===== config.mk =====
export PLATFORM = sky130hd
export DESIGN_NAME = best_fit_bar_cutting_packer_core_flat
export DESIGN_NICKNAME = d
export VERILOG_FILES = /design/src/bfbcp_pkg.sv /design/src/bfbcp_stream_if.sv /design/src/best_fit_bar_cutting_packer_core.sv /design/src/flat_wrapper.sv
export SDC_FILE = /design/constraint.sdc
export NUM_CORES = 1
export LEC_CHECK = 0
export BUFFER_PORTS_ARGS = -buffer_cell sky130_fd_sc_hd__buf_2
export CAP_MARGIN = 20
export CORE_MARGIN = 5
export CORE_UTILIZATION = 40
export DETAILED_ROUTE_END_ITERATION = 6
export GPL_ROUTABILITY_DRIVEN = 0
export PLACE_DENSITY = 0.56
export SETUP_SLACK_MARGIN = 0.5
export SLEW_MARGIN = 5
export SYNTH_ARGS = -nofsm -noshare
export SYNTH_HDL_FRONTEND = slang
export SYNTH_SLANG_ARGS = --single-unit

===== constraint.sdc =====
create_clock -name clock -period 9.1 [get_ports clock]
set_input_delay 1.365 -clock clock [delete_from_list [all_inputs] [get_ports clock]]
set_output_delay 1.365 -clock clock [all_outputs]
set_load 0.03 [all_outputs]

===== src/bfbcp_pkg.sv =====
`timescale 1ns / 1ps
// ----------------------------------------------------------------------------
// bfbcp_pkg: shared types and constants of the best-fit bar cutting packer
// Beat payloads, status and register index codes, and sequencer states.
// ----------------------------------------------------------------------------
package bfbcp_pkg;

   // field widths
   localparam int PIECE_W    = 16;
   localparam int USED_W     = 17;
   localparam int KERF_W     = 10;
   localparam int BAR_IDX_W  = 6;
   localparam int BAR_CNT_W  = 7;
   localparam int CSR_IDX_W  = 4;
   localparam int CSR_DATA_W = 16;

   // register reset values
   localparam logic [PIECE_W-1:0] CAPACITY_RESET = 16'd6000;
   localparam logic [KERF_W-1:0]  KERF_RESET     = 10'd0;

   // register indexes
   localparam logic [CSR_IDX_W-1:0] CSR_BAR_CAPACITY = 4'd0;
   localparam logic [CSR_IDX_W-1:0] CSR_SAW_WIDTH    = 4'd1;

   // result status codes
   typedef enum logic [1:0] {
      STAT_PLACED   = 2'd0,
      STAT_NEW      = 2'd1,
      STAT_OVERSIZE = 2'd2,
      STAT_FULL     = 2'd3
   } status_type;

   // sequencer states
   typedef enum logic [1:0] {
      S_IDLE,
      S_SCAN,
      S_FINISH
   } state_type;

   typedef struct packed {
      logic [PIECE_W-1:0] piece_length;
   } req_payload_type;

   typedef struct packed {
      status_type           status;
      logic [BAR_IDX_W-1:0] bar_index;
      logic [PIECE_W-1:0]   leftover;
      logic [BAR_CNT_W-1:0] bars_in_use;
   } rsp_payload_type;

endpackage


===== src/bfbcp_stream_if.sv =====
`timescale 1ns / 1ps
// ----------------------------------------------------------------------------
// bfbcp_stream_if: valid/ready channel
// Carries one payload beat per handshake, with source and sink views.
// ----------------------------------------------------------------------------
interface bfbcp_stream_if #(
   parameter type payload_type = logic
);
   logic        valid;
   logic        ready;
   payload_type payload;

   modport source (output valid, output payload, input ready);
   modport sink   (input valid, input payload, output ready);
endinterface


===== src/best_fit_bar_cutting_packer_core.sv =====
`timescale 1ns / 1ps
// ----------------------------------------------------------------------------
// best_fit_bar_cutting_packer_core: best-fit packing of pieces into bars
// Keeps the used length of each open bar in a memory, scans it one bar a
// cycle for the tightest fit and places the piece there or in a new bar, or rejects it when the table is full.
// ----------------------------------------------------------------------------
//  channel   | dir | beat contents                               | handshake
//  ----------+-----+---------------------------------------------+-------------
//  req_chan  | in  | piece_length                                | valid/ready
//  rsp_chan  | out | status, bar_index, leftover, bars_in_use    | valid/ready
//  csr_*     | in  | csr_index, csr_wr_data                      | csr_wr_en
//
//  The time from accept to result grows with the open bars; an exact fit
//  ends the scan early. It is set by the single read port of the
//  bar memory, which the scan walks one bar per cycle.
//  Reset clears the bar count and loads the register reset values; the bar memory needs no clear.
//  A result waiting in the output register stalls only the final commit.
// ----------------------------------------------------------------------------
module best_fit_bar_cutting_packer_core #(
   parameter int MAX_BARS = 64
) (
   input  logic                               clock,
   input  logic                               reset,
   bfbcp_stream_if.sink                       req_chan,
   bfbcp_stream_if.source                     rsp_chan,
   input  logic                               csr_wr_en,
   input  logic [bfbcp_pkg::CSR_IDX_W-1:0]    csr_index,
   input  logic [bfbcp_pkg::CSR_DATA_W-1:0]   csr_wr_data
);
   import bfbcp_pkg::*;

   localparam int IDX_W = $clog2(MAX_BARS);
   localparam int CNT_W = $clog2(MAX_BARS + 1);

   // control state
   state_type                 state_ff, state_in;
   logic [PIECE_W-1:0]        cap_ff, cap_in;
   logic [KERF_W-1:0]         kerf_ff, kerf_in;
   logic [CNT_W-1:0]          count_ff, count_in;
   logic [CNT_W-1:0]          rd_idx_ff, rd_idx_in;
   logic                      cmp_vld_ff, cmp_vld_in;
   logic                      found_ff, found_in;
   logic                      rsp_vld_ff, rsp_vld_in;

   // payload state
   logic [PIECE_W-1:0]        piece_ff, piece_in;
   logic [IDX_W-1:0]          cmp_idx_ff, cmp_idx_in;
   logic [PIECE_W-1:0]        best_ff, best_in;
   logic [IDX_W-1:0]          pick_ff, pick_in;
   rsp_payload_type           rsp_data_ff, rsp_data_in;

   // bar memory
   logic [USED_W-1:0]         bar_used_mem [MAX_BARS];
   logic [USED_W-1:0]         rd_data_ff;
   logic                      wr_en;
   logic [IDX_W-1:0]          wr_addr;
   logic [USED_W-1:0]         wr_data;

   // compare unit
   logic [USED_W:0]           total;
   logic                      fits;
   logic [PIECE_W-1:0]        diff;
   logic                      better;
   logic                      stop_hit;
   logic                      issue;
   logic                      commit;

   // shared compare: used + piece against capacity
   always_comb begin
      total    = {1'b0, rd_data_ff} + (USED_W+1)'(piece_ff);
      fits     = total <= (USED_W+1)'(cap_ff);
      diff     = cap_ff - total[PIECE_W-1:0];
      better   = cmp_vld_ff && fits && (diff < best_ff);
      stop_hit = better && (diff == '0);
      issue    = (rd_idx_ff < count_ff) && !stop_hit;
   end

   // sequencer, bookkeeping and result build
   always_comb begin
      state_in    = state_ff;
      cap_in      = cap_ff;
      kerf_in     = kerf_ff;
      count_in    = count_ff;
      rd_idx_in   = rd_idx_ff;
      cmp_vld_in  = 1'b0;
      cmp_idx_in  = cmp_idx_ff;
      found_in    = found_ff;
      best_in     = best_ff;
      pick_in     = pick_ff;
      piece_in    = piece_ff;
      rsp_data_in = rsp_data_ff;
      rsp_vld_in  = rsp_vld_ff && !rsp_chan.ready;
      wr_en       = 1'b0;
      wr_addr     = count_ff[IDX_W-1:0];
      wr_data     = USED_W'(piece_ff) + USED_W'(kerf_ff);
      commit      = 1'b0;

      // register writes
      if (csr_wr_en) begin
         case (csr_index)
            CSR_BAR_CAPACITY: cap_in  = csr_wr_data;
            CSR_SAW_WIDTH:    kerf_in = csr_wr_data[KERF_W-1:0];
            default: ;
         endcase
      end

      case (state_ff)
         S_IDLE: begin
            if (req_chan.valid) begin
               piece_in  = req_chan.payload.piece_length;
               best_in   = cap_ff;
               found_in  = 1'b0;
               pick_in   = '0;
               rd_idx_in = '0;
               state_in  = S_SCAN;
            end
         end

         S_SCAN: begin
            // take the compare result of the previous read
            if (better) begin
               best_in  = diff;
               pick_in  = cmp_idx_ff;
               found_in = 1'b1;
            end
            // next read, or wrap up
            if (issue) begin
               cmp_vld_in = 1'b1;
               cmp_idx_in = rd_idx_ff[IDX_W-1:0];
               rd_idx_in  = rd_idx_ff + 1'b1;
            end else begin
               state_in = S_FINISH;
            end
         end

         S_FINISH: begin
            if (!rsp_vld_ff || rsp_chan.ready) begin
               commit     = 1'b1;
               rsp_vld_in = 1'b1;
               state_in   = S_IDLE;
               if (found_ff) begin
                  wr_en   = 1'b1;
                  wr_addr = pick_ff;
                  wr_data = USED_W'(cap_ff - best_ff) + USED_W'(kerf_ff);
                  rsp_data_in.status      = STAT_PLACED;
                  rsp_data_in.bar_index   = BAR_IDX_W'(pick_ff);
                  rsp_data_in.leftover    = best_ff;
                  rsp_data_in.bars_in_use = BAR_CNT_W'(count_ff);
               end else if (count_ff < CNT_W'(MAX_BARS)) begin
                  wr_en    = 1'b1;
                  count_in = count_ff + 1'b1;
                  rsp_data_in.bar_index   = BAR_IDX_W'(count_ff);
                  rsp_data_in.bars_in_use = BAR_CNT_W'(count_in);
                  if (piece_ff > cap_ff) begin
                     rsp_data_in.status   = STAT_OVERSIZE;
                     rsp_data_in.leftover = '0;
                  end else begin
                     rsp_data_in.status   = STAT_NEW;
                     rsp_data_in.leftover = cap_ff - piece_ff;
                  end
               end else begin
                  rsp_data_in.status      = STAT_FULL;
                  rsp_data_in.bar_index   = '0;
                  rsp_data_in.leftover    = '0;
                  rsp_data_in.bars_in_use = BAR_CNT_W'(count_ff);
               end
            end
         end

         default: state_in = S_IDLE;
      endcase
   end

   // control registers
   always_ff @(posedge clock) begin
      if (reset) begin
         state_ff   <= S_IDLE;
         cap_ff     <= CAPACITY_RESET;
         kerf_ff    <= KERF_RESET;
         count_ff   <= '0;
         rd_idx_ff  <= '0;
         cmp_vld_ff <= 1'b0;
         found_ff   <= 1'b0;
         rsp_vld_ff <= 1'b0;
      end else begin
         state_ff   <= state_in;
         cap_ff     <= cap_in;
         kerf_ff    <= kerf_in;
         count_ff   <= count_in;
         rd_idx_ff  <= rd_idx_in;
         cmp_vld_ff <= cmp_vld_in;
         found_ff   <= found_in;
         rsp_vld_ff <= rsp_vld_in;
      end
   end

   // payload registers
   always_ff @(posedge clock) begin
      piece_ff    <= piece_in;
      cmp_idx_ff  <= cmp_idx_in;
      best_ff     <= best_in;
      pick_ff     <= pick_in;
      rsp_data_ff <= rsp_data_in;
   end

   // bar memory: one write port, one registered read port
   always_ff @(posedge clock) begin
      if (wr_en) begin
         bar_used_mem[wr_addr] <= wr_data;
      end
      rd_data_ff <= bar_used_mem[rd_idx_ff[IDX_W-1:0]];
   end

   // ports
   assign req_chan.ready   = (state_ff == S_IDLE);
   assign rsp_chan.valid   = rsp_vld_ff;
   assign rsp_chan.payload = rsp_data_ff;

`ifndef NO_ASSERTIONS
   // bar count never passes the table depth
   a_count_bound: assert property (@(posedge clock) disable iff (reset)
      count_ff <= CNT_W'(MAX_BARS))
      else $error("bar count above table depth");

   // the scan never reads past the open bars
   a_scan_bound: assert property (@(posedge clock) disable iff (reset)
      rd_idx_ff <= count_ff)
      else $error("scan index beyond open bars");

   // the bar count only ever grows by one, and only on a commit
   a_count_step: assert property (@(posedge clock) disable iff (reset)
      (!$past(reset) && count_ff != $past(count_ff)) |->
         (count_ff == $past(count_ff) + 1'b1) && $past(commit))
      else $error("bar count moved by other than one commit");

   // a rejection is only given with the table full
   a_full_reject: assert property (@(posedge clock) disable iff (reset)
      (commit && rsp_data_in.status == STAT_FULL) |-> count_ff == CNT_W'(MAX_BARS))
      else $error("rejection with free table entries");
`endif

endmodule


===== src/flat_wrapper.sv =====
// flat-port wrapper written by rule: the top's interface ports become plain ports
module best_fit_bar_cutting_packer_core_flat import bfbcp_pkg::*;
#(
   parameter int MAX_BARS = 64
)
  (clock, reset, csr_wr_en, csr_index, csr_wr_data, req_chan_valid, req_chan_payload, req_chan_ready, rsp_chan_valid, rsp_chan_payload, rsp_chan_ready);
  bfbcp_stream_if #(.payload_type(req_payload_type)) req_chan_i ();
  bfbcp_stream_if #(.payload_type(rsp_payload_type)) rsp_chan_i ();
  input  logic clock;
  input  logic reset;
  input  logic csr_wr_en;
  input  logic [bfbcp_pkg::CSR_IDX_W-1:0] csr_index;
  input  logic [bfbcp_pkg::CSR_DATA_W-1:0] csr_wr_data;
  input wire logic [$bits(req_chan_i.valid)-1:0] req_chan_valid;
  input wire logic [$bits(req_chan_i.payload)-1:0] req_chan_payload;
  output wire logic [$bits(req_chan_i.ready)-1:0] req_chan_ready;
  output wire logic [$bits(rsp_chan_i.valid)-1:0] rsp_chan_valid;
  output wire logic [$bits(rsp_chan_i.payload)-1:0] rsp_chan_payload;
  input wire logic [$bits(rsp_chan_i.ready)-1:0] rsp_chan_ready;
  assign req_chan_i.valid = req_chan_valid;
  assign req_chan_i.payload = req_chan_payload;
  assign req_chan_ready = req_chan_i.ready;
  assign rsp_chan_valid = rsp_chan_i.valid;
  assign rsp_chan_payload = rsp_chan_i.payload;
  assign rsp_chan_i.ready = rsp_chan_ready;
  best_fit_bar_cutting_packer_core #(.MAX_BARS(MAX_BARS)) u_core (.clock(clock), .reset(reset), .req_chan(req_chan_i), .rsp_chan(rsp_chan_i), .csr_wr_en(csr_wr_en), .csr_index(csr_index), .csr_wr_data(csr_wr_data));
endmodule

Yosys cells after proc, flatten, opt, wreduce, memory -nomap -nowiden
Memory sizes are Yosys's and may differ from the RTL's. A register that Yosys moved wholly into a read port is not among the register bits.
Index checks and enable logic that the tools add are counted.

storage, ports and cells
  register bits = 120
  memories kept = 1
  bits in writable memories = 1088
  output and inout bits = 33
  logic and storage cells = 98
  bits of input ports = 41

cells by class
  bitwise operators = 2
  multiplexer cells = 35
  equal/unequal tests = 8
  order comparisons = 5
  reduce and logical (&&, ||, !) cells = 23
  add/subtract/negate cells = 8

memory list
  memory               depth  width  read ports  clocked after memory_dff  wr ports  RTL line                                text
  u_core.bar_used_mem  64     17     1           1                         1         best_fit_bar_cutting_packer_core.sv:53  logic [USED_W-1:0] bar_used_mem [MAX_BARS];

operator list
  kind                                          count
  2-to-1 mux 17 bit                             3
  2-to-1 mux 16 bit                             3
  case mux 16 bit (2 select lines)              1
  subtractor 16 bit                             2
  2-to-1 mux 31 bit                             1
  2-to-1 mux 6 bit                              5
  2-to-1 mux 29 bit                             1
  adder 17 x 16 -> 18 bit                       1
  less-or-equal comparator 18 x 16 -> 1 bit     1
  adder 16 x 10 -> 17 bit                       1
  adder 17 x 10 -> 17 bit                       1
  subtractor 16 x 16 -> 17 bit                  1
  greater-than comparator 16 bit                1
  zero test 16 bit                              1
  < comparator 16 bit                           1
  adder 7 x 1 -> 7 bit (second input constant)  2
  2-to-1 mux 7 bit                              2
  case mux 7 bit (2 select lines)               1
  case mux 6 bit (2 select lines)               1
  2-to-1 mux 1 bit                              11
  AND reduction 2 bit                           5
  AND reduction 3 bit                           3
  2-to-1 mux 2 bit                              4
  < comparator 7 bit                            1
  17 further kinds                              27

Logic depth before layout (Yosys ltp)
Gate-level depths: netlist of run 1.

  depth after elaboration = 9
  mapped depth = 28
  mapped depth without buffers = 27

Worst setup path after synthesis of run 1
Ideal clock, no wire load.

  path type = input port to flip-flop
  start = input port rsp_chan_ready
  end = memory u_core.bar_used_mem[0][15] (data pin)
  library setup time = 0.740 ns
  stages = 5
  setup slack = 1.919 ns
  arrival time = 6.441 ns
  data required time = 8.360 ns
  buffers on the path = 1
  path through = nor2b_1 > nor2_1 > nand2_1 > clkbuf_1 > a221oi_1

between the ends
  longest elaborated chain between the ends = 3

ends and longest elaborated chain
  element                       RTL line                                 text
  from (decl)                   flat_wrapper.sv:19                       input wire logic [$bits(rsp_chan_i.ready)-1:0] rsp_chan_ready;
  logical OR 1 bit              best_fit_bar_cutting_packer_core.sv:137  if (!rsp_vld_ff || rsp_chan.ready) begin
  2-to-1 mux 17 bit             best_fit_bar_cutting_packer_core.sv:137
  2-to-1 mux 17 bit             best_fit_bar_cutting_packer_core.sv:107  case (state_ff)
  named net u_core.wr_data[15]  best_fit_bar_cutting_packer_core.sv:57   logic [USED_W-1:0] wr_data;
  to (decl)                     best_fit_bar_cutting_packer_core.sv:53

The timed path passes the listed nets, and every way through them passes these cells.

Worst setup path after layout of run 1
  start = register u_core.piece_ff[0]
  end = register u_core.cmp_idx_ff[0] (enable)

between the ends
  longest elaborated chain between the ends = 8
  elaborated cells between the ends (all ways) = 11
  classes of those cells = 2 x add/sub; 2 x order compare; 7 x reduce/logical

ends and longest elaborated chain
  element                                                                         RTL line                                                                        text
  from (decl)                                                                     best_fit_bar_cutting_packer_core.sv:46                                          logic [PIECE_W-1:0] piece_ff, piece_in;
  from (signal assigned)                                                          best_fit_bar_cutting_packer_core.sv:199                                         piece_ff <= piece_in;
  adder 17 x 16 -> 18 bit *                                                       best_fit_bar_cutting_packer_core.sv:70                                          total = {1'b0, rd_data_ff} + (USED_W+1)'(piece_ff);
  subtractor 16 bit or less-or-equal comparator 18 x 16 -> 1 bit (tied branches)  best_fit_bar_cutting_packer_core.sv:72, best_fit_bar_cutting_packer_core.sv:71
  < comparator 16 bit or logical AND 1 bit (tied branches)                        best_fit_bar_cutting_packer_core.sv:73                                          better = cmp_vld_ff && fits && (diff < best_ff);
  logical AND 1 bit                                                               best_fit_bar_cutting_packer_core.sv:73
  logical AND 1 bit *                                                             best_fit_bar_cutting_packer_core.sv:74                                          stop_hit = better && (diff == '0);
  zero test 1 bit *                                                               best_fit_bar_cutting_packer_core.sv:75                                          issue = (rd_idx_ff < count_ff) && !stop_hit;
  logical AND 1 bit *                                                             best_fit_bar_cutting_packer_core.sv:75
  AND reduction 2 bit (no source line) *                                          n/a
  to (signal assigned)                                                            best_fit_bar_cutting_packer_core.sv:200                                         cmp_idx_ff <= cmp_idx_in;
  to (decl)                                                                       best_fit_bar_cutting_packer_core.sv:47                                          logic [IDX_W-1:0] cmp_idx_ff, cmp_idx_in;

Every way passes the cells marked *; elsewhere a longest branch is shown, timed or not.
A chain may end at the register's enable or synchronous reset.

==> results.md, run 1 <==
* Status: finished, final reports clean
* Hold Crit Depth at 1
* Slew headroom at 31.1%
* CTS Buffer Depth at 3
* Layout cells sized above 1 at 26.6%
* Prevailing post-synth register cell: edfxtp_1
* FF-to-FF Start: u_core.piece_ff[0]$_DFFE_PP_
* Gr ovfl total at 0
* Arr. time, crit path at 7600 ps
* Area share of the largest cell type after synthesis at 67.5%
* I/O Pins at 74
* Die width at around 370 um
* Fin crit period at 7130 ps
* Initial Util at 40.1%
* Fin. Hold Viols at 0
* Initial antenna violation count at 11
* CTS buffer count at 131
* CTS Hold Buffers Added at 0
* Synthesized Nets at 2951
* Clk_lat worst skew at approximately 750 ps
* CTS root buffer: clkbuf_16
* Post-placement cell area at 55000 um^2
* Max H-tree Level at 4
* First drt pass iteration count at 5
* Die outline height at about 370 um
* Drt total wl at around 130 mm
* Sequential fraction of the synthesis area at 69.9%
* Iter 0 DRT Violations at between 2000 and 2500
* Number of buffers and inverters on the critical path at 1
* Hold path startpoint: u_core.cmp_idx_ff[1]$_DFFE_PP_
* Setup TNS at 0 ps
* Syn Area/Cell at 18.6 um^2
* CP Class: flip-flop to flip-flop
* Worst flop-to-flop path endpoint: u_core.cmp_idx_ff[0]$_DFFE_PP_
* Non-filler cells, final at 4802
* Fin. max-slew vios at 0
* Slowest stage cell, crit path: nor4_4
* Mapped Cells at around 2800
* Critical Path RT at roughly 9600 ps
* Yosys cell types at 77
* Worst path cell trace: ha_1, fa_1, a21oi_1, nor2b_1, a311oi_1, o31ai_1, xor2_1, ha_1, a21o_1, a21o_1, or3_1, a211o_1, a31oi_1, xnor2_1, ha_1, or3b_2, a221oi_1, o311ai_0, a21oi_2, nand4_2, nor4_4, or2_2, inv_1
* Yosys reg bits at 1225
* Post-synth EDFFs at 1163
* Fin nets at 3137
* Final Skew at 28.4 ps
* Main area contributors after synthesis: edfxtp_1 68%, mux4_2 16%, ha_1 2.9%
* Clock Pin Slew Worst Setup and Hold Paths at 60 ps
* Wirelength per Cell at around 28 um
* Ys async rst share at 0%
* Final HPWL DP at between 80 and 90 mm
* Fillers at 10921
* Cell area after layout at a little under 60000 um^2
* Core region area at 129000 um^2
* CP Launch Type: flip-flop
* DR DRC count at 0
* Share of total power in sequential cells at 51.3%
* Row cnt at 132
* ANT nets after route at 0
* Vias in the first global route at approximately 28000
* Max frequency at 140 MHz
* Leakage at 18.8 nW
* Crit path top cell by count: ha_1
* Via count at about 27000
* Max-cap violations at 0
* Worst-path maximum fanout at 16
* Hold Slack at around 510 ps
* Die area at 137000 um^2
* Net Sw Power at 0.00267 W
* CP Capture Type: flip-flop
* R2R depth at 23
* Slew @ Worst Pin at 1030 ps
* TritonCTS clock tree: done
* Largest net degree at the start of global routing at 125
* Syn-to-layout area delta at 14.2%
* Setup Buffers After CTS at 0
* Ys Warns at 0
* Cell family with most CP delay: compound AO/OA/AOI/OAI gates
* Final Util at between 40 and 50%
* Switching part of the total at 21.8%
* Tcrit/Tclk final at 78.3%
* Unrepaired setup endpoints after global routing: false
* Slowest stage delay, CP at 810 ps
* Endpoints failing setup at 0
* Peak supply drop at 0.201 mV
* Synth Cell Area at 51700 um^2
* Placed cell count at 4570
* Total track usage at 19.5%
* First-pass GRT wire length at 193 mm
* Int Pwr at 0.00955 W
* Clk sinks at ~1200
* Clock power share at a little over two fifths
* Hold worst-path end: u_core.pick_ff[1]$_SDFFCE_PN0P_
* CTS resizes at 0
* Vias per cell at 5.65
* Reg2reg setup slack at ~2000 ps
* Worst min path class: flip-flop to flip-flop
* Synth area leader: edfxtp_1
* PortBufs at 73
* Combinational power share at 6.3%
* Pwr dens at 207 nW/um^2
## power by group through the flow
stage	Clock, W	Combinational [W]	Sequential (W)
floorplan	0	0.000514	0.00639
global placement	0	0.000743	0.00638
detailed placement	0	0.000766	0.00638
CTS	0.00529	0.000771	0.00626
global route	0.00554	0.000851	0.00626
finish	0.00518	0.000773	0.00626
## per-layer routing
metal  up-vias  wire length, um  part of all wire, %  global-route usage [%]
met5         -                0                    0                       0
met3       211             7070                  5.3                    3.01
met1     14455            57000                   43                    27.0
li1      11613                -                    -                       -
met2       875            65600                   49                    32.3
met4         0             3420                  2.6                    5.50
## through the flow
| stage | worst slack, ps | total power, W |
|---|---|---|
| 2_1_floorplan | 1920 | 0.00690 |
| 6_report | 1970 | 0.0122 |
| 5_1_grt | 1570 | 0.0126 |
| 3_3_place_gp | 2410 | 0.00712 |
| 3_5_place_dp | 2240 | 0.00715 |
| 4_1_cts | 2150 | 0.0123 |
## Yosys cell counts (14+ instances only)
library cell / n
a21o_1: 27
a21oi_1: 73
a31oi_1: 26
and2_1: 18
buf_1: 27
clkbuf_1: 78
dfxtp_1: 62
edfxtp_1: 1163
fa_1: 14
ha_1: 121
inv_1: 126
mux2i_1: 17
mux4_2: 357
nand2_1: 97
nand2b_1: 15
nand3_1: 40
nor2_1: 145
nor2b_1: 14
nor3_1: 28
o21ai_0: 59
or3_1: 14
xnor2_1: 45
xor2_1: 16
## worst max-delay path by stage
stage                            startpoint                                   end  slack, ps  cells after the start
6_report       u_core.piece_ff[0]$_DFFE_PP_        u_core.cmp_idx_ff[0]$_DFFE_PP_       1970                     23
5_1_grt        u_core.piece_ff[0]$_DFFE_PP_        u_core.cmp_idx_ff[0]$_DFFE_PP_       1570                     23
4_1_cts        u_core.piece_ff[0]$_DFFE_PP_        u_core.cmp_idx_ff[5]$_DFFE_PP_       2150                     23
3_5_place_dp   u_core.piece_ff[0]$_DFFE_PP_        u_core.cmp_idx_ff[5]$_DFFE_PP_       2240                     23
3_3_place_gp   u_core.piece_ff[0]$_DFFE_PP_        u_core.cmp_idx_ff[1]$_DFFE_PP_       2410                     23
2_1_floorplan                rsp_chan_ready  u_core.bar_used_mem[0][15]$_DFFE_PP_       1920                      5
## final cells by class
class / count / area (um^2) / share of cell area (%)
inverter: 127 / 477 / 0.807
antenna: 1 / 2.50 / 0.00424
sequential: 1225 / 36200 / 61.2
clock inverter: 69 / 609 / 1.03
timing repair buffer: 174 / 1170 / 1.99
tap: 1742 / 2180 / 3.69
multi-input combinational: 1302 / 14900 / 25.3
clock buffer: 162 / 3520 / 5.96
## flip-flops by register name, summed over array words and instances, names as in the netlist
register and cells:
u_core.rsp_chan.valid 1, u_core.best_ff 16, u_core.rd_data_ff 17, u_core.bar_used_mem 1088, u_core.pick_ff 6, u_core.cap_ff 16
u_core.cmp_vld_ff 1, u_core.kerf_ff 10, u_core.piece_ff 16, u_core.count_ff 7, u_core.rsp_chan.payload 31, u_core.found_ff 1
u_core.state_ff 2, u_core.cmp_idx_ff 6, u_core.rd_idx_ff 7
## logic make-up after synthesis
logic type | count (synthesis) | share of synthesized area [%]
buffers and inverters | 248 | 1.91
AND/OR/NAND/NOR | 433 | 4.02
XOR/XNOR | 61 | 1.03
adder cells (fa/ha/maj) | 135 | 3.47
multiplexers | 376 | 15.9
AO/OA/AOI/OAI | 297 | 3.73
flip-flops | 1225 | 69.9
## cell usage in the layout (no fill, tap or decap), types with 27 or more instances in the layout
| master | Yosys | layout |
|---|---|---|
| nand3_1 | 40 | 40 |
| clkbuf_16 | 0 | 137 |
| nor2_2 | 0 | 64 |
| clkinv_1 | 1 | 37 |
| xnor2_1 | 45 | 45 |
| a21o_1 | 27 | 27 |
| nor2_1 | 145 | 80 |
| buf_4 | 2 | 97 |
| nor3_1 | 28 | 27 |
| a21oi_1 | 73 | 66 |
| edfxtp_1 | 1163 | 1163 |
| o21ai_0 | 59 | 56 |
| inv_1 | 126 | 126 |
| nand2_1 | 97 | 96 |
| mux4_2 | 357 | 357 |
| dfxtp_1 | 62 | 57 |
| buf_2 | 8 | 73 |
| ha_1 | 121 | 121 |
(Power assumes the default switching activity.)
==> run 2: changes to the inputs <==
==> constraint.sdc (replaced) <==
create_clock -name clock -period 7.1 [get_ports clock]
set_input_delay 1.065 -clock clock [delete_from_list [all_inputs] [get_ports clock]]
set_output_delay 1.065 -clock clock [all_outputs]
set_load 0.03 [all_outputs]
==> results.md, run 2 (same netlist as run 1, synthesis figures left out) <==
* Die area at 137000 um^2 (unchanged)
* Die width at 370 um (unchanged)
* Most frequent cells in the layout: 1163 x edfxtp_1, 357 x mux4_2, 137 x clkbuf_16, 126 x inv_1, 120 x ha_1 (was 1163 x edfxtp_1, 357 x mux4_2, 137 x clkbuf_16, 126 x inv_1, 121 x ha_1)
* Critical Path RT at 7740 ps (was 9570 ps)
* Combinational power share at 6.6% (was 6.3%)
* Reg2reg setup slack at 850 ps (was 1970 ps)
* CP Launch Type: flip-flop (unchanged)
* CTS Buffer Depth at 3 (unchanged)
* Core region area at 129000 um^2 (unchanged)
* First drt pass iteration count at 5 (unchanged)
* Slowest stage delay, CP at 450 ps (was 810 ps)
* ANT nets after route at 0 (unchanged)
* Row cnt at 132 (unchanged)
* Drt total wl at 135 mm (was 133 mm)
* Footprint of the multi-input gates at 15000 um^2 (was 14900 um^2)
* TritonCTS clock tree: done (unchanged)
* Slew headroom at 33.2% (was 31.1%)
* Fin. max-slew vios at 0 (unchanged)
* Max FFs per register at 1088 (unchanged)
* CTS root buffer: clkbuf_16 (unchanged)
* Final HPWL DP at 82.4 mm (was 80.7 mm)
* Slowest stage cell, crit path: or3b_2 (was nor4_4)
* Largest Register: u_core.bar_used_mem (unchanged)
* DP Worst Slack at 639 ps (was 2240 ps)
* Number of buffers and inverters on the critical path at 1 (unchanged)
* Clock power share at 41.6% (was 42.4%)
* Worst-path maximum fanout at 15 (was 16)
* Syn-to-layout area delta at 14.3% (was 14.2%)
* Unrepaired setup endpoints after global routing: false (unchanged)
* Fin crit period at 6250 ps (was 7130 ps)
* Hold path startpoint: u_core.rsp_chan.valid$_SDFF_PP0_ (was u_core.cmp_idx_ff[1]$_DFFE_PP_)
* Pwr dens at 262 nW/um^2 (was 207 nW/um^2)
* Status: finished, final reports clean (unchanged)
* Die outline height at 370 um (unchanged)
* Clk sinks at 1225 (unchanged)
* Peak supply drop at 0.220 mV (was 0.201 mV)
* Net Sw Power at 0.00347 W (was 0.00267 W)
* Arr. time, crit path at 6890 ps (was 7600 ps)
* Slew @ Worst Pin at 997 ps (was 1030 ps)
* First-pass GRT wire length at 194 mm (was 193 mm)
* Fin. Hold Viols at 0 (unchanged)
* Seq. cell area at 36200 um^2 (unchanged)
* Gr ovfl total at 0 (unchanged)
* Total track usage at 19.7% (was 19.5%)
* Int Pwr at 0.0120 W (was 0.00955 W)
* CTS buffer count at 132 (was 131)
* Wirelength per Cell at 28.1 um (was 27.7 um)
* Iter 0 DRT Violations at 2594 (was 2353)
* R2R depth at 24 (was 23)
* Final Skew at 36.4 ps (was 28.4 ps)
* Final Util at 45.8% (about the same)
* Max-cap violations at 0 (unchanged)
* FF-to-FF Start: u_core.piece_ff[0]$_DFFE_PP_ (unchanged)
* Clock Pin Slew Worst Setup and Hold Paths at 60 ps (about the same)
* Vias in the first global route at 27717 (was 27750)
* Vias per cell at 5.66 (was 5.65)
* Fillers at 10935 (was 10921)
* Cell family with most CP delay: compound AO/OA/AOI/OAI gates (unchanged)
* Final WS setup at 850 ps (was 1970 ps)
* Worst min path class: flip-flop to flip-flop (unchanged)
* Switching part of the total at 22.4% (was 21.8%)
* Share of total power in sequential cells at 51.8% (was 51.3%)
* Setup TNS at 0 ps (unchanged)
* Commonest non-fill, non-tap cell in the layout: edfxtp_1 (unchanged)
* Initial antenna violation count at 11 (unchanged)
* Endpoints failing setup at 0 (unchanged)
* Largest net degree at the start of global routing at 107 (was 125)
* Initial Util at 40.1% (unchanged)
* Via count at 27205 (was 27154)
* Max H-tree Level at 4 (unchanged)
* CTS Hold Buffers Added at 0 (unchanged)
* Worst flop-to-flop path endpoint: u_core.rd_idx_ff[3]$_SDFFE_PP0P_ (was u_core.cmp_idx_ff[0]$_DFFE_PP_)
* CP Class: flip-flop to flip-flop (unchanged)
* Crit path top cell by count: ha_1 (unchanged)
* Worst path cell trace: ha_1, fa_1, a21oi_1, nor2b_1, a311oi_2, o31ai_2, xor2_1, ha_1, a21o_1, a21o_1, or3_1, a211o_1, a31oi_2, xnor2_1, ha_1, or3b_2, a221oi_1, o311ai_0, a21oi_2, nand4_2, nor4_4, buf_6, nand3_1, a31oi_1 (was ha_1, fa_1, a21oi_1, nor2b_1, a311oi_1, o31ai_1, xor2_1, ha_1, a21o_1, a21o_1, or3_1, a211o_1, a31oi_1, xnor2_1, ha_1, or3b_2, a221oi_1, o311ai_0, a21oi_2, nand4_2, nor4_4, or2_2, inv_1)
* CP Capture Type: flip-flop (unchanged)
* Layout cells sized above 1 at 27.2% (was 26.6%)
* I/O Pins at 74 (unchanged)
* Tcrit/Tclk final at 88.0% (was 78.3%)
* Clk_lat worst skew at 750 ps (about the same)
* Max frequency at 160 MHz (was 140 MHz)
* DR DRC count at 0 (unchanged)
* Hold worst-path end: u_core.rsp_chan.valid$_SDFF_PP0_ (was u_core.pick_ff[1]$_SDFFCE_PN0P_)
* Fin nets at 3145 (was 3137)
* PortBufs at 73 (unchanged)
* Hold Crit Depth at 2 (was 1)
* Leakage at 18.8 nW (about the same)
run 2: cell count changes in the layout (fill, tap and decap cells not counted), sizes merged:
cell and delta:
buf +7, bufinv -7, clkbuf +5, clkinvlp -3, clkinv +2, inv +2, diode +1
run 2: area by class of cell:
type                            instances  share of cell area [%]
Antenna cell                            2                 0.00846
Tap cell                             1742                    3.69
Clock buffer                          167                    5.99
Sequential cell                      1225                    61.2
Inverter                              127                   0.806
Clock inverter                         63                   0.800
Multi-Input combinational cell       1302                    25.4
Timing Repair Buffer                  181                    2.16
run 2: worst min-delay path, stage by stage (launching register included):
cell	delay (ps)
dfxtp_1	320
nand2b_1	80
a21oi_1	60
run 2: routing by layer:
layer  track usage (%)  vias up  routed length [um]
met5                 0        -                  13
met4              5.10        2                2820
met3              2.92      196                7310
met2              33.2      904               67700
met1              27.1    14470               57000
li1                  -    11633                   -
run 2: what timing repair did:
item	CTS	global route
setup endpoints to repair	0	38
gates resized for setup	0	12
endpoints found under the hold margin	0	0
setup buffers	0	2
run 2: metrics by stage:
stage	total power (W)	hold slack, ps	cells	area, um^2
after floorplan	0.00884	435	2775	51700
after global placement	0.00913	501	4572	55000
after detailed placement	0.00917	511	4573	55000
after CTS	0.0156	460	4803	59000
after global routing	0.0160	487	4807	59100
final	0.0155	512	4809	59100
run 2: worst max-delay path by stage:
stage                     cells past startpoint                          from  slack, ps                                to
after floorplan                              22  u_core.piece_ff[1]$_DFFE_PP_        800       u_core.best_ff[0]$_DFFE_PP_
after global placement                       24  u_core.piece_ff[0]$_DFFE_PP_        780  u_core.rd_idx_ff[4]$_SDFFE_PP0P_
after detailed placement                     24  u_core.piece_ff[1]$_DFFE_PP_        640  u_core.rd_idx_ff[3]$_SDFFE_PP0P_
after CTS                                    24  u_core.piece_ff[1]$_DFFE_PP_        550  u_core.rd_idx_ff[3]$_SDFFE_PP0P_
after global routing                         26  u_core.piece_ff[0]$_DFFE_PP_        460  u_core.rd_idx_ff[3]$_SDFFE_PP0P_
final                                        24  u_core.piece_ff[0]$_DFFE_PP_        850  u_core.rd_idx_ff[3]$_SDFFE_PP0P_
run 2: power groups by stage:
stage	registers [W]	clock network (W)	logic (W)
2_1_floorplan	0.00818	0	0.000660
3_3_place_gp	0.00817	0	0.000955
3_5_place_dp	0.00818	0	0.000992
4_1_cts	0.00802	0.00660	0.000997
5_1_grt	0.00802	0.00689	0.00111
6_report	0.00802	0.00645	0.00101
